File: src/design/bqpmw_pkg.sv
// bqpmw_pkg: shared constants, codes and types of the block qp map writer
// used by bqpmw_ctrl, bqpmw_dp and block_qp_map_writer; depends on nothing
package bqpmw_pkg;

   // geometry limits
   localparam int MAX_COLS = 512;
   localparam int MAX_ROWS = 512;
   localparam int MAX_PAD  = 63;

   // field and register widths
   localparam int QP_IN_W = 8;
   localparam int QP_W    = 6;
   localparam int MODE_W  = 3;
   localparam int DIM_W   = 10;
   localparam int PAD_W   = 6;
   localparam int IDX_W   = 19;
   localparam int SUM_W   = 24;
   localparam int COL_W   = (MAX_COLS > 1) ? $clog2(MAX_COLS) : 1;
   localparam int ROW_W   = (MAX_ROWS > 1) ? $clog2(MAX_ROWS) : 1;
   localparam int CSR_IDX_W = 3;
   localparam int CSR_DAT_W = 10;

   // divider sizing: area = cols * rows
   localparam int AREA_W   = 2 * DIM_W;
   localparam int REM_W    = AREA_W + 1;
   localparam int DIV_STEPS = SUM_W;
   localparam int DCNT_W   = $clog2(DIV_STEPS);

   // stream packing
   localparam int REQ_DATA_W = 8;
   localparam int RSP_DATA_W = 48;

   // qp constants
   localparam logic [QP_W-1:0] QP_MIN  = QP_W'(1);
   localparam logic [QP_W-1:0] QP_MAX  = QP_W'(51);
   localparam logic [QP_W-1:0] QP_LOW  = QP_W'(24);
   localparam logic [QP_W-1:0] QP_HIGH = QP_W'(44);

   // mode codes
   localparam logic [MODE_W-1:0] MODE_MAP       = 3'd0;
   localparam logic [MODE_W-1:0] MODE_FLAT_LOW  = 3'd1;
   localparam logic [MODE_W-1:0] MODE_FLAT_HIGH = 3'd2;
   localparam logic [MODE_W-1:0] MODE_CHECKER   = 3'd3;
   localparam logic [MODE_W-1:0] MODE_CENTRE    = 3'd4;

   // register indexes
   localparam logic [CSR_IDX_W-1:0] REG_MODE   = 3'd0;
   localparam logic [CSR_IDX_W-1:0] REG_COLS   = 3'd1;
   localparam logic [CSR_IDX_W-1:0] REG_ROWS   = 3'd2;
   localparam logic [CSR_IDX_W-1:0] REG_PAD    = 3'd3;
   localparam logic [CSR_IDX_W-1:0] REG_ANCHOR = 3'd4;

   // register reset values
   localparam logic [DIM_W-1:0] COLS_RST   = DIM_W'(1);
   localparam logic [DIM_W-1:0] ROWS_RST   = DIM_W'(1);
   localparam logic [QP_W-1:0]  ANCHOR_RST = QP_W'(26);

   typedef struct packed {
      logic [MODE_W-1:0] mode;
      logic [DIM_W-1:0]  cols;
      logic [DIM_W-1:0]  rows;
      logic [PAD_W-1:0]  pad;
      logic [QP_W-1:0]   anchor;
   } cfg_type;

   // controller to datapath
   typedef struct packed {
      logic load;
      logic div_step;
      logic emit_blk;
      logic emit_pad;
   } cmd_type;

   // datapath to controller
   typedef struct packed {
      logic last_col;
      logic last_row;
      logic pad_zero;
      logic pad_last;
      logic div_last;
      logic slot_free;
   } stat_type;

endpackage

File: src/design/bqpmw_ctrl.sv
// bqpmw_ctrl: sequencer for accept, frame-mean divide, block and padding results
// depends on bqpmw_pkg (cmd_type, stat_type)
module bqpmw_ctrl (
   input  logic                clock,
   input  logic                reset,
   input  logic                req_tvalid,
   output logic                req_tready,
   input  bqpmw_pkg::stat_type stat,
   output bqpmw_pkg::cmd_type  cmd
);

   localparam logic [1:0] ST_IDLE = 2'd0;
   localparam logic [1:0] ST_DIV  = 2'd1;
   localparam logic [1:0] ST_BLK  = 2'd2;
   localparam logic [1:0] ST_PAD  = 2'd3;

   logic [1:0] state_ff;
   logic [1:0] state_in;

   // next state and commands
   always_comb begin
      state_in     = state_ff;
      req_tready   = 1'b0;
      cmd.load     = 1'b0;
      cmd.div_step = 1'b0;
      cmd.emit_blk = 1'b0;
      cmd.emit_pad = 1'b0;
      case (state_ff)
         ST_IDLE: begin
            req_tready = 1'b1;
            if (req_tvalid) begin
               cmd.load = 1'b1;
               state_in = (stat.last_col && stat.last_row) ? ST_DIV : ST_BLK;
            end
         end
         ST_DIV: begin
            cmd.div_step = 1'b1;
            if (stat.div_last) begin
               state_in = ST_BLK;
            end
         end
         ST_BLK: begin
            if (stat.slot_free) begin
               cmd.emit_blk = 1'b1;
               state_in = (stat.last_col && !stat.pad_zero) ? ST_PAD : ST_IDLE;
            end
         end
         ST_PAD: begin
            if (stat.slot_free) begin
               cmd.emit_pad = 1'b1;
               if (stat.pad_last) begin
                  state_in = ST_IDLE;
               end
            end
         end
         default: state_in = ST_IDLE;
      endcase
   end

   always_ff @(posedge clock) begin
      if (reset) begin
         state_ff <= ST_IDLE;
      end else begin
         state_ff <= state_in;
      end
   end

endmodule

File: src/design/bqpmw_dp.sv
// bqpmw_dp: position, qp selection, statistics, mean divider and result register
// depends on bqpmw_pkg; commanded by bqpmw_ctrl
module bqpmw_dp (
   input  logic                                   clock,
   input  logic                                   reset,
   input  bqpmw_pkg::cfg_type                     cfg,
   input  logic [bqpmw_pkg::QP_IN_W-1:0]          qp_in,
   input  bqpmw_pkg::cmd_type                     cmd,
   output bqpmw_pkg::stat_type                    stat,
   output logic                                   rsp_tvalid,
   input  logic                                   rsp_tready,
   output logic [bqpmw_pkg::RSP_DATA_W-1:0]       rsp_tdata,
   output logic                                   rsp_tlast,
   output logic                                   rsp_tuser
);

   localparam int DW = bqpmw_pkg::DIM_W;
   localparam int QW = bqpmw_pkg::QP_W;
   localparam int IW = bqpmw_pkg::IDX_W;
   localparam int SW = bqpmw_pkg::SUM_W;
   localparam int CW = bqpmw_pkg::COL_W;
   localparam int RW = bqpmw_pkg::ROW_W;
   localparam int PW = bqpmw_pkg::PAD_W;
   localparam int AW = bqpmw_pkg::AREA_W;
   localparam int MW = bqpmw_pkg::REM_W;
   localparam int NW = bqpmw_pkg::DCNT_W;

   // position and statistics
   logic [CW-1:0] col_pos_ff, col_pos_in;
   logic [RW-1:0] row_pos_ff, row_pos_in;
   logic [QW-1:0] run_min_ff, run_min_in;
   logic [QW-1:0] run_max_ff, run_max_in;
   logic [SW-1:0] run_sum_ff, run_sum_in;

   // per-item registers
   logic [QW-1:0] qp_ff;
   logic [IW-1:0] base_ff;
   logic [PW-1:0] k_ff;

   // divider
   logic [MW-1:0] rem_ff;
   logic [SW-1:0] quo_ff;
   logic [AW-1:0] area_ff;
   logic [NW-1:0] dcnt_ff;

   // result register
   logic          out_vld_ff;
   logic [IW-1:0] out_idx_ff;
   logic [QW-1:0] out_qp_ff;
   logic          out_last_ff;
   logic          out_done_ff;
   logic [QW-1:0] out_min_ff;
   logic [QW-1:0] out_max_ff;
   logic [QW-1:0] out_avg_ff;

   logic [DW-1:0]   cols;
   logic [DW-1:0]   rows;
   logic [PW-1:0]   pad;
   logic [DW:0]     pitch;
   logic [CW-1:0]   x;
   logic [RW-1:0]   y;
   logic [DW-1:0]   x0;
   logic [DW-1:0]   y0;
   logic            in_region;
   logic [bqpmw_pkg::QP_IN_W-1:0] qp_sel;
   logic [QW-1:0]   qp_new;
   logic [QW-1:0]   anchor_cl;
   logic [QW-1:0]   avg_cl;
   logic [MW-1:0]   rem_sh;
   logic            fits;
   logic            last_blk;
   logic            finish;
   logic            frame_end;
   logic            emit;
   logic            emit_last;
   logic [IW-1:0]   emit_idx;
   logic [QW-1:0]   emit_qp;

   // effective geometry
   always_comb begin
      if (cfg.cols == '0) begin
         cols = DW'(1);
      end else if (cfg.cols > DW'(bqpmw_pkg::MAX_COLS)) begin
         cols = DW'(bqpmw_pkg::MAX_COLS);
      end else begin
         cols = cfg.cols;
      end
      if (cfg.rows == '0) begin
         rows = DW'(1);
      end else if (cfg.rows > DW'(bqpmw_pkg::MAX_ROWS)) begin
         rows = DW'(bqpmw_pkg::MAX_ROWS);
      end else begin
         rows = cfg.rows;
      end
      pad   = (cfg.pad > PW'(bqpmw_pkg::MAX_PAD)) ? PW'(bqpmw_pkg::MAX_PAD) : cfg.pad;
      pitch = {1'b0, cols} + (DW + 1)'(pad);
      x     = (DW'(col_pos_ff) < cols) ? col_pos_ff : CW'(cols - DW'(1));
      y     = (DW'(row_pos_ff) < rows) ? row_pos_ff : RW'(rows - DW'(1));
   end

   // block qp from mode
   always_comb begin
      x0        = cols >> 2;
      y0        = rows >> 2;
      in_region = (DW'(x) >= x0) && (DW'(x) < cols - x0) &&
                  (DW'(y) >= y0) && (DW'(y) < rows - y0);
      case (cfg.mode)
         bqpmw_pkg::MODE_FLAT_LOW:  qp_sel = 8'(bqpmw_pkg::QP_LOW);
         bqpmw_pkg::MODE_FLAT_HIGH: qp_sel = 8'(bqpmw_pkg::QP_HIGH);
         bqpmw_pkg::MODE_CHECKER: begin
            qp_sel = (x[0] ^ y[0]) ? 8'(bqpmw_pkg::QP_HIGH) : 8'(bqpmw_pkg::QP_LOW);
         end
         bqpmw_pkg::MODE_CENTRE: begin
            qp_sel = in_region ? 8'(bqpmw_pkg::QP_LOW) : 8'(bqpmw_pkg::QP_HIGH);
         end
         default: qp_sel = qp_in;
      endcase
      if (qp_sel < 8'(bqpmw_pkg::QP_MIN)) begin
         qp_new = bqpmw_pkg::QP_MIN;
      end else if (qp_sel > 8'(bqpmw_pkg::QP_MAX)) begin
         qp_new = bqpmw_pkg::QP_MAX;
      end else begin
         qp_new = QW'(qp_sel);
      end
   end

   // padding qp and clamped mean
   always_comb begin
      if (cfg.anchor < bqpmw_pkg::QP_MIN) begin
         anchor_cl = bqpmw_pkg::QP_MIN;
      end else if (cfg.anchor > bqpmw_pkg::QP_MAX) begin
         anchor_cl = bqpmw_pkg::QP_MAX;
      end else begin
         anchor_cl = cfg.anchor;
      end
      if (quo_ff == '0) begin
         avg_cl = bqpmw_pkg::QP_MIN;
      end else if (quo_ff > SW'(bqpmw_pkg::QP_MAX)) begin
         avg_cl = bqpmw_pkg::QP_MAX;
      end else begin
         avg_cl = QW'(quo_ff);
      end
   end

   // status to the controller
   always_comb begin
      stat.last_col  = (DW'(x) == cols - DW'(1));
      stat.last_row  = (DW'(y) == rows - DW'(1));
      stat.pad_zero  = (pad == '0);
      stat.pad_last  = (k_ff == pad - PW'(1));
      stat.div_last  = (dcnt_ff == NW'(bqpmw_pkg::DIV_STEPS - 1));
      stat.slot_free = !out_vld_ff || rsp_tready;
   end

   // result selection and end-of-run detection
   always_comb begin
      last_blk  = !stat.last_col || stat.pad_zero;
      emit      = cmd.emit_blk || cmd.emit_pad;
      emit_last = (cmd.emit_blk && last_blk) || (cmd.emit_pad && stat.pad_last);
      finish    = emit_last;
      frame_end = stat.last_col && stat.last_row;
      if (cmd.emit_pad) begin
         emit_idx = base_ff + IW'(cols) + IW'(k_ff);
         emit_qp  = anchor_cl;
      end else begin
         emit_idx = base_ff + IW'(x);
         emit_qp  = qp_ff;
      end
   end

   // running statistics and position
   always_comb begin
      run_min_in = run_min_ff;
      run_max_in = run_max_ff;
      run_sum_in = run_sum_ff;
      col_pos_in = col_pos_ff;
      row_pos_in = row_pos_ff;
      if (cmd.load) begin
         run_min_in = (qp_new < run_min_ff) ? qp_new : run_min_ff;
         run_max_in = (qp_new > run_max_ff) ? qp_new : run_max_ff;
         run_sum_in = run_sum_ff + SW'(qp_new);
      end
      if (finish) begin
         if (frame_end) begin
            col_pos_in = '0;
            row_pos_in = '0;
            run_min_in = bqpmw_pkg::QP_MAX;
            run_max_in = bqpmw_pkg::QP_MIN;
            run_sum_in = '0;
         end else if (stat.last_col) begin
            col_pos_in = '0;
            row_pos_in = y + RW'(1);
         end else begin
            col_pos_in = x + CW'(1);
            row_pos_in = y;
         end
      end
   end

   always_ff @(posedge clock) begin
      if (reset) begin
         col_pos_ff <= '0;
         row_pos_ff <= '0;
         run_min_ff <= bqpmw_pkg::QP_MAX;
         run_max_ff <= bqpmw_pkg::QP_MIN;
         run_sum_ff <= '0;
      end else begin
         col_pos_ff <= col_pos_in;
         row_pos_ff <= row_pos_in;
         run_min_ff <= run_min_in;
         run_max_ff <= run_max_in;
         run_sum_ff <= run_sum_in;
      end
   end

   // item registers: qp, row base (one multiply), padding column count
   always_ff @(posedge clock) begin
      if (cmd.load) begin
         qp_ff   <= qp_new;
         base_ff <= IW'(y) * IW'(pitch);
      end
      if (cmd.emit_blk) begin
         k_ff <= '0;
      end else if (cmd.emit_pad) begin
         k_ff <= k_ff + PW'(1);
      end
   end

   // restoring divider, one quotient bit per step
   always_comb begin
      rem_sh = {rem_ff[MW-2:0], quo_ff[SW-1]};
      fits   = rem_sh >= MW'(area_ff);
   end

   always_ff @(posedge clock) begin
      if (cmd.load) begin
         rem_ff  <= '0;
         quo_ff  <= run_sum_in;
         area_ff <= AW'(cols) * AW'(rows);
         dcnt_ff <= '0;
      end else if (cmd.div_step) begin
         rem_ff  <= fits ? rem_sh - MW'(area_ff) : rem_sh;
         quo_ff  <= {quo_ff[SW-2:0], fits};
         dcnt_ff <= dcnt_ff + NW'(1);
      end
   end

   // result register
   always_ff @(posedge clock) begin
      if (reset) begin
         out_vld_ff <= 1'b0;
      end else if (emit) begin
         out_vld_ff <= 1'b1;
      end else if (rsp_tready) begin
         out_vld_ff <= 1'b0;
      end
   end

   always_ff @(posedge clock) begin
      if (emit) begin
         out_idx_ff  <= emit_idx;
         out_qp_ff   <= emit_qp;
         out_last_ff <= emit_last;
         out_done_ff <= emit_last && frame_end;
         out_min_ff  <= (emit_last && frame_end) ? run_min_ff : '0;
         out_max_ff  <= (emit_last && frame_end) ? run_max_ff : '0;
         out_avg_ff  <= (emit_last && frame_end) ? avg_cl : '0;
      end
   end

   assign rsp_tvalid = out_vld_ff;
   assign rsp_tlast  = out_last_ff;
   assign rsp_tuser  = out_done_ff;
   assign rsp_tdata  = {(bqpmw_pkg::RSP_DATA_W - IW - 4 * QW)'(0),
                        out_avg_ff, out_max_ff, out_min_ff, out_qp_ff, out_idx_ff};

endmodule

File: src/design/block_qp_map_writer.sv
// block_qp_map_writer: top level with configuration registers, sequencer and datapath
// depends on bqpmw_pkg, bqpmw_ctrl and bqpmw_dp
//
// Takes one qp item per block in raster order and writes a result item per block,
// then pad_cols padding items after each row's last block. An ordinary block is
// accepted, then loaded into the result register once that register is free to
// take it; each padding column adds a load of its own. The last block of a frame
// also runs the restoring divider that forms the frame mean, one quotient bit per cycle.
// A finished result waits in the result register while the next item is taken.
// The user must write registers only while the block is idle; the block does not enforce it.
module block_qp_map_writer (
   input  logic                                   clock,
   input  logic                                   reset,
   // request stream
   input  logic                                   req_tvalid,
   output logic                                   req_tready,
   input  logic [bqpmw_pkg::REQ_DATA_W-1:0]       req_tdata,  // qp_in[7:0]
   // result stream
   output logic                                   rsp_tvalid,
   input  logic                                   rsp_tready,
   // buf_index[18:0], buf_qp[24:19], min_qp[30:25], max_qp[36:31], avg_qp[42:37]
   output logic [bqpmw_pkg::RSP_DATA_W-1:0]       rsp_tdata,
   output logic                                   rsp_tlast,  // last_of_run
   output logic                                   rsp_tuser,  // frame_done
   // configuration writes
   input  logic                                   csr_we,
   input  logic [bqpmw_pkg::CSR_IDX_W-1:0]        csr_index,
   input  logic [bqpmw_pkg::CSR_DAT_W-1:0]        csr_wdata
);

   bqpmw_pkg::cfg_type  cfg_ff;
   bqpmw_pkg::cfg_type  cfg_in;
   bqpmw_pkg::cmd_type  cmd;
   bqpmw_pkg::stat_type stat;

   // register writes
   always_comb begin
      cfg_in = cfg_ff;
      if (csr_we) begin
         case (csr_index)
            bqpmw_pkg::REG_MODE:   cfg_in.mode   = bqpmw_pkg::MODE_W'(csr_wdata);
            bqpmw_pkg::REG_COLS:   cfg_in.cols   = bqpmw_pkg::DIM_W'(csr_wdata);
            bqpmw_pkg::REG_ROWS:   cfg_in.rows   = bqpmw_pkg::DIM_W'(csr_wdata);
            bqpmw_pkg::REG_PAD:    cfg_in.pad    = bqpmw_pkg::PAD_W'(csr_wdata);
            bqpmw_pkg::REG_ANCHOR: cfg_in.anchor = bqpmw_pkg::QP_W'(csr_wdata);
            default: cfg_in = cfg_ff;
         endcase
      end
   end

   always_ff @(posedge clock) begin
      if (reset) begin
         cfg_ff.mode   <= bqpmw_pkg::MODE_MAP;
         cfg_ff.cols   <= bqpmw_pkg::COLS_RST;
         cfg_ff.rows   <= bqpmw_pkg::ROWS_RST;
         cfg_ff.pad    <= '0;
         cfg_ff.anchor <= bqpmw_pkg::ANCHOR_RST;
      end else begin
         cfg_ff <= cfg_in;
      end
   end

   bqpmw_ctrl u_ctrl (
      .clock      (clock),
      .reset      (reset),
      .req_tvalid (req_tvalid),
      .req_tready (req_tready),
      .stat       (stat),
      .cmd        (cmd)
   );

   bqpmw_dp u_dp (
      .clock      (clock),
      .reset      (reset),
      .cfg        (cfg_ff),
      .qp_in      (req_tdata[bqpmw_pkg::QP_IN_W-1:0]),
      .cmd        (cmd),
      .stat       (stat),
      .rsp_tvalid (rsp_tvalid),
      .rsp_tready (rsp_tready),
      .rsp_tdata  (rsp_tdata),
      .rsp_tlast  (rsp_tlast),
      .rsp_tuser  (rsp_tuser)
   );

endmodule
File: config.mk
export PLATFORM = sky130hd
export DESIGN_NAME = block_qp_map_writer
export DESIGN_NICKNAME = d
export VERILOG_FILES = /design/src/design/bqpmw_pkg.sv /design/src/design/bqpmw_ctrl.sv /design/src/design/bqpmw_dp.sv /design/src/design/block_qp_map_writer.sv
export SDC_FILE = /design/constraint.sdc
export NUM_CORES = 1
export LEC_CHECK = 0
export BUFFER_PORTS_ARGS = -buffer_cell sky130_fd_sc_hd__buf_2
export CAP_MARGIN = 20
export CORE_MARGIN = 4
export CORE_UTILIZATION = 50
export CTS_CLUSTER_DIAMETER = 40
export CTS_CLUSTER_SIZE = 20
export DETAILED_ROUTE_END_ITERATION = 8
export PLACE_DENSITY = 0.68
export SYNTH_ARGS = -nofsm -noshare
export SYNTH_HDL_FRONTEND = slang
export SYNTH_HIERARCHICAL = 1
export SYNTH_SLANG_ARGS = --single-unit
File: constraint.sdc
create_clock -name clock -period 12.5 [get_ports clock]
set_input_delay 0.625 -clock clock [delete_from_list [all_inputs] [get_ports clock]]
set_output_delay 0.625 -clock clock [all_outputs]
set_load 0.02 [all_outputs]
Word level (Yosys, flattened, before mapping)
Index checks and enable logic that the tools add are counted.
{"block": "word_totals", "regBits": 237, "latchBits": 0, "mem_bits_rw": 0, "romBits": 0, "input_bits": 26, "out_inout_bits": 52, "wordCells": 168, "n_memories": 0}
{"block": "op_classes", "add_sub_neg": 15, "n_mul": 2, "div_mod_pow": 0, "n_lt_le_gt_ge": 17, "eq_ne": 20, "shift": 0, "mux": 53, "n_bitwise": 2, "reduce_logical": 31}
{"cell": "24-bit two-way mux", "n": 5}
{"cell": "6-bit two-way mux", "n": 17}
{"cell": "9-bit two-way mux", "n": 6}
{"cell": "9-bit by 10-bit < comparator with 1-bit output", "n": 4}
{"cell": "10-bit two-way mux", "n": 4}
{"cell": "8-bit case mux with 4 select lines", "n": 1}
{"cell": "24-bit by 6-bit adder with 24-bit output", "n": 1}
{"cell": "24-bit by 6-bit greater-than comparator with 1-bit output (second input constant)", "n": 1}
{"cell": "24-bit logical NOT", "n": 1}
{"cell": "21-bit by 20-bit >= comparator with 1-bit output", "n": 1}
{"cell": "9-bit by 10-bit equality test with 1-bit output", "n": 2}
{"cell": "10-bit greater-than comparator (second input constant)", "n": 2}
{"cell": "10-bit logical NOT", "n": 2}
{"cell": "10-bit by 10-bit multiplier with 20-bit output", "n": 1}
{"cell": "20-bit two-way mux", "n": 1}
{"cell": "10-bit by 1-bit subtractor with 10-bit output (second input constant)", "n": 2}
{"cell": "10-bit by 8-bit subtractor with 10-bit output", "n": 2}
{"cell": "20-bit subtractor", "n": 1}
{"cell": "19-bit by 10-bit adder with 19-bit output", "n": 1}
{"cell": "19-bit by 6-bit adder with 19-bit output", "n": 1}
{"cell": "19-bit by 9-bit adder with 19-bit output", "n": 1}
{"cell": "9-bit by 11-bit multiplier with 19-bit output", "n": 1}
{"cell": "19-bit two-way mux", "n": 1}
{"cell": "9-bit by 1-bit adder with 9-bit output (second input constant)", "n": 2}
{"cell": "36 further kinds", "n": 79}

Longest topological paths before layout
{"block": "depth", "ltp_word": 19, "ltp_mapped": 35, "ltp_nobuf": 33}

Cells and area by module
Netlist, hierarchy kept.
{"mod": "bqpmw_dp", "n_inst": 1, "cells_per_inst": 2252, "area_each_um2": 20060.5, "seq_area_each_um2": 5144.9}
{"mod": "block_qp_map_writer", "n_inst": 1, "cells_per_inst": 133, "area_each_um2": 1431.4, "seq_area_each_um2": 700.7}
{"mod": "bqpmw_ctrl", "n_inst": 1, "cells_per_inst": 26, "area_each_um2": 211.5, "seq_area_each_um2": 40.0}

Least setup slack after synthesis
OpenSTA, ideal clock, no wires.
{"block": "synth_timing", "path_type": "reg2reg", "start": "reg cfg_ff[21] (netlist bit)", "end": "reg u_dp.base_ff[17] (data pin)", "t_arrival_ns": 7.070, "setup_slack_ns": 5.172, "stages_incl_launch_ff": 32, "synth_period_minus_slack_ns": 7.328, "cell_sequence": "dfxtp_1 buf_2 buf_1 nor2b_1 clkinv_1 ha_1 a21oi_1 a21oi_1 o31a_1 nor2b_1 clkbuf_1 clkbuf_1 mux2_2 buf_1 nand2_1 fa_1 fa_1 inv_1 ha_1 inv_1 fa_1 inv_1 ha_1 a21o_1 a21oi_1 nand2b_1 a21boi_0 o311a_1 nor3_1 o41ai_1 a21oi_1 xnor2_1"}
{"block": "synth_between", "elab_chain_len": 6, "elab_cells_between_ends": 8}
{"item": "start, declared", "line": "block_qp_map_writer.sv:31", "source": "bqpmw_pkg::cfg_type cfg_ff;"}
{"item": "start signal, assigned", "line": "block_qp_map_writer.sv:59", "source": "cfg_ff <= cfg_in;"}
{"item": "10-bit greater-than comparator", "line": "bqpmw_dp.sv:90", "source": "end else if (cfg.rows > DW'(bqpmw_pkg::MAX_ROWS)) begin"}
{"item": "10-bit two-way mux", "line": "bqpmw_dp.sv:90"}
{"item": "10-bit two-way mux (*)", "line": "bqpmw_dp.sv:88", "source": "if (cfg.rows == '0) begin"}
{"item": "10-bit by 1-bit subtractor with 10-bit output / 9-bit by 10-bit < comparator with 1-bit output (equally long branches)", "line": "bqpmw_dp.sv:98", "source": "y = (DW'(row_pos_ff) < rows) ? row_pos_ff : RW'(rows - DW'(1));"}
{"item": "9-bit two-way mux (*)", "line": "bqpmw_dp.sv:98"}
{"item": "9-bit by 11-bit multiplier with 19-bit output (*)", "line": "bqpmw_dp.sv:220", "source": "base_ff <= IW'(y) * IW'(pitch);"}
{"item": "end signal, assigned", "line": "bqpmw_dp.sv:220"}
{"item": "end, declared", "line": "bqpmw_dp.sv:37", "source": "logic [IW-1:0] base_ff;"}
Mark *: on every way between the ends. The rest lies on a longest branch, timed or not.
A chain may end at the register's enable or synchronous reset.

Worst setup path after layout
{"block": "layout_timing", "start": "reg cfg_ff[21] (netlist bit)", "end": "reg u_dp.quo_ff[17] (data pin)"}
{"block": "layout_between", "elab_chain_len": 18, "elab_cells_between_ends": 27}
{"item": "10-bit greater-than comparator", "line": "bqpmw_dp.sv:90"}
{"item": "10-bit two-way mux", "line": "bqpmw_dp.sv:90"}
{"item": "10-bit two-way mux (*)", "line": "bqpmw_dp.sv:88"}
{"item": "10-bit by 1-bit subtractor with 10-bit output / 9-bit by 10-bit < comparator with 1-bit output (equally long branches)", "line": "bqpmw_dp.sv:98"}
{"item": "9-bit two-way mux", "line": "bqpmw_dp.sv:98"}
{"item": "9-bit by 8-bit >= comparator with 1-bit output", "line": "bqpmw_dp.sv:106", "source": "(DW'(y) >= y0) && (DW'(y) < rows - y0);"}
{"item": "1-bit logical AND", "line": "bqpmw_dp.sv:105", "source": "in_region = (DW'(x) >= x0) && (DW'(x) < cols - x0) &&"}
{"item": "1-bit logical AND", "line": "bqpmw_dp.sv:106"}
{"item": "[3 not listed]"}
{"item": "6-bit two-way mux", "line": "bqpmw_dp.sv:120", "source": "end else if (qp_sel > 8'(bqpmw_pkg::QP_MAX)) begin"}
{"item": "6-bit two-way mux (*)", "line": "bqpmw_dp.sv:118", "source": "if (qp_sel < 8'(bqpmw_pkg::QP_MIN)) begin"}
{"item": "net u_dp.qp_new[2]", "line": "bqpmw_dp.sv:66", "source": "logic [QW-1:0] qp_new;"}
{"item": "24-bit by 6-bit adder with 24-bit output (*)", "line": "bqpmw_dp.sv:181", "source": "run_sum_in = run_sum_ff + SW'(qp_new);"}
{"item": "24-bit two-way mux (*)", "line": "bqpmw_dp.sv:178", "source": "if (cmd.load) begin"}
{"item": "24-bit two-way mux", "line": "bqpmw_dp.sv:184", "source": "if (frame_end) begin"}
{"item": "24-bit two-way mux (*)", "line": "bqpmw_dp.sv:183", "source": "if (finish) begin"}
{"item": "24-bit two-way mux (*)", "line": "bqpmw_dp.sv:236", "source": "if (cmd.load) begin"}
{"item": "end signal, assigned", "line": "bqpmw_dp.sv:238", "source": "quo_ff <= run_sum_in;"}
{"item": "end signal, assigned", "line": "bqpmw_dp.sv:243", "source": "quo_ff <= {quo_ff[SW-2:0], fits};"}
{"item": "end, declared", "line": "bqpmw_dp.sv:42", "source": "logic [SW-1:0] quo_ff;"}
The timed path passes the listed nets; every way through them passes the cells marked *.

==> flow_summary.toml <==
[clocking]
post_cts_buffers = 0
cts.clk_slew.worst_paths_ps = 60
cts_tree = "done"
root_buffer = "clkbuf_16"
clk_path_buf_depth = 3
cts_hold_buf = 0
post_cts_resized = 0
clkLatencyLatePin_ps = 570
numCtsBuffers = 41
cts-htree-levels = 2
cts_sinks = 237

[sta]
drv_slew = 0
final.setup_skew_ps = 35.7
fmax_ghz = 0.115
rsz0062_at_grt = "no"
setup_viol = 0
finalSetupTns_ps = 0
slew_headroom_pct = 32.1
tightestPinTransition_ps = 1020
period_share_pct = 69.3
holdWs_ps = 344
final_hold_viol_count = 0
period_needed_ps = 8670

[layout]
fin_nets = 2868
instances_no_fill = 3091
drive_gt1_share_pct = 8.78
fin_util_pct = 56.0
fillCellCount = 3915
n_antenna_cell = 0
syn_to_final_growth_pct = 11.0

[run]
cap_violations = 0

[critical_path]
cp_max_fo = 22
cp-end-kind = "flip-flop"
worstSetupPathType = "flip-flop to flip-flop"
r2r-start = "cfg_ff[21]$_SDFFE_PP0P_"
required_ps = 12770
start_kind = "flip-flop"
cp.buffers_inverters = 5
worst-endpoint-arrival_ps = 8940
worst_path_dominant_cell_family = "compound AO/OA/AOI/OAI gates"
critPathMaxStageDelay_ps = 790
critPathMostFrequentCell = "a21oi_1"
rr_worst_depth = 30
reg2reg_slack_ps = 3830
cp_slowest_cell = "nor2b_1"
reg2reg_to = "u_dp/quo_ff[17]$_DFFE_PP_"

[worst_hold_path]
whs_endpoint = "cfg_ff[1]$_SDFFE_PP1P_"
hold_class = "input pin to flip-flop"
min_from = "csr_wdata[1]"
hold_depth = 3

[power]
combPwrFrac_pct = 45.0
p_int_uw = 2500
switching_share_pct = 42.6
power_frac_clock_pct = 25.8
p_leak_uw = 0.0109
p_per_area_nw_per_um2 = 181
power_switching_uw = 1860
peakVddDrop_uv = 121
seqPwrFrac_pct = 29.2
p_total_uw = 4360

[yosys]
synth_top_area_cell = "edfxtp_1"
synth_warnings = 6
ys_types = 91
synth_area_per_cell_um2 = 9.00
synth.top_cell.area_share_pct = 15.8
synthFlopType = "dfxtp_1"
async_reset_ff_share_pct = 0
synthCells = 2411
yosysMostFrequentCell = "inv_1"
synth_enable_flop_cells = 114
ys_seq_area_share_pct = 27.1
synth.area.top_cells = "edfxtp_1, ha_1, fa_1, dfxtp_1, inv_1"
synth.cell_area_um2 = 21700
netlist_top_cells_count = "inv_1, ha_1, nor2_1, nand2_1, fa_1"
ys_ff_latch = 237

[placed_design]
post-dp-hpwl_um = 45500
io_buffers = 72
gp_congestion = 0.999
placedCellCount = 3011

[detailed_routing]
drc = 0
antenna_left = 0
drt_iter0_markers = 1307
via_per_inst = 5.73
drtPass1Iterations = 5
routed_wl_um = 59400
num_vias = 17719
routedWlPerCell_um = 19.2

[global_routing]
grt_max_degree = 78
grt_pass1_wl_um = 95400
grt_pass1_vias = 18015
grt_overflow_total = 0
antenna_found_initial = 1
grtUsageTotal_pct = 25.4

[die]
dieArea_um2 = 46800
io-pin-count = 78
core_area_um2 = 43000
dieWidth_um = 216
core.rowCount = 76
initial_core_util_pct = 50.5
die_height_um = 216

[status]
status = "completed"
sequential cells by signal, indices dropped and copies added, names as in the netlist:
| signal | cells |
|---|---|
| u_dp/rsp_tuser | 1 |
| u_dp/dcnt_ff | 5 |
| u_dp/quo_ff | 24 |
| u_dp/rsp_tvalid | 1 |
| u_dp/run_max_ff | 6 |
| u_dp/col_pos_ff | 9 |
| u_dp/row_pos_ff | 9 |
| u_dp/k_ff | 6 |
| u_dp/out_idx_ff | 19 |
| u_dp/rem_ff | 20 |
| u_dp/area_ff | 20 |
| u_dp/out_max_ff | 6 |
| u_dp/out_avg_ff | 6 |
| cfg_ff | 35 |
| u_dp/out_min_ff | 6 |
| u_dp/run_min_ff | 6 |
| u_dp/run_sum_ff | 24 |
| u_dp/out_qp_ff | 6 |
| u_ctrl/state_ff | 2 |
| u_dp/qp_ff | 6 |
| u_dp/rsp_tlast | 1 |
| u_dp/base_ff | 19 |
layout by cell type (no fill, tap or decap), types with 28 or more instances in the layout:
cell	Yosys	layout
inv_1	267	267
nor3_1	46	45
nand2b_1	68	68
fa_1	138	138
xnor2_1	111	111
a21oi_1	111	111
o21ai_0	57	57
edfxtp_1	114	114
nor2_1	230	230
mux2i_1	60	60
a211oi_1	28	28
buf_2	10	72
nor4_1	29	29
xor2_1	46	46
and2_1	31	30
nand3_1	51	51
clkbuf_16	0	41
ha_1	231	231
nand2_1	224	223
dfxtp_1	123	123
nor2b_1	33	32
worst min-delay path: stages:
cell	delay, ps
buf_2	90
nor2_1	40
mux2i_1	110
power groups by stage:
stage | combinational [uW] | sequential (uW) | clock (uW)
after floorplan | 1360 | 1300 | 0
after global placement | 1900 | 1280 | 0
after detailed placement | 1920 | 1280 | 0
after CTS | 1940 | 1270 | 1150
after global routing | 2170 | 1300 | 1190
final | 1960 | 1270 | 1130
per-stage QoR:
step                      instance area [um^2]  setup slack (ps)
after global placement                   22600              3450
after global routing                     24100              3310
after floorplan                          21700              5170
after CTS                                24000              3300
final                                    24100              3830
after detailed placement                 22600              3330
area by class of cell:
type                            count  area, um^2  share of cell area, %
Clock buffer                       44        1060                   4.39
Inverter                          278        1040                   4.33
Tap cell                          585         732                   3.04
Multi-Input combinational cell   1820       14400                   59.9
Clock inverter                     32         378                   1.57
Sequential cell                   237        5890                   24.4
Timing Repair Buffer               95         553                   2.30
layer usage:
metal / track usage [%] / vias up / routed length (um)
met1: 32.5 / 8563 / 25300
li1: - / 8409 / -
met4: 10.4 / 2 / 2450
met5: 0 / - / 13
met3: 5.43 / 164 / 3950
met2: 42.0 / 581 / 27800
worst max-delay path by stage:
stage                       startpoint                         end  cells past startpoint
6_report       cfg_ff[21]$_SDFFE_PP0P_   u_dp/quo_ff[17]$_DFFE_PP_                     30
3_3_place_gp   cfg_ff[21]$_SDFFE_PP0P_   u_dp/quo_ff[19]$_DFFE_PP_                     28
3_5_place_dp   cfg_ff[21]$_SDFFE_PP0P_   u_dp/quo_ff[17]$_DFFE_PP_                     28
2_1_floorplan  cfg_ff[21]$_SDFFE_PP0P_  u_dp/base_ff[17]$_DFFE_PP_                     31
5_1_grt        cfg_ff[21]$_SDFFE_PP0P_   u_dp/quo_ff[15]$_DFFE_PP_                     30
4_1_cts        cfg_ff[21]$_SDFFE_PP0P_   u_dp/quo_ff[17]$_DFFE_PP_                     28
kinds of logic after synthesis:
group | Yosys count | synth area share (%)
AND/OR/NAND/NOR | 825 | 18.6
AO/OA/AOI/OAI | 382 | 11.7
adder cells (fa/ha/maj) | 369 | 26.0
buffers and inverters | 365 | 6.65
flip-flops | 237 | 27.1
XOR/XNOR | 157 | 6.34
multiplexers | 74 | 3.49
other | 2 | 0.0346
No activity file was read; power rests on OpenSTA's default activity.
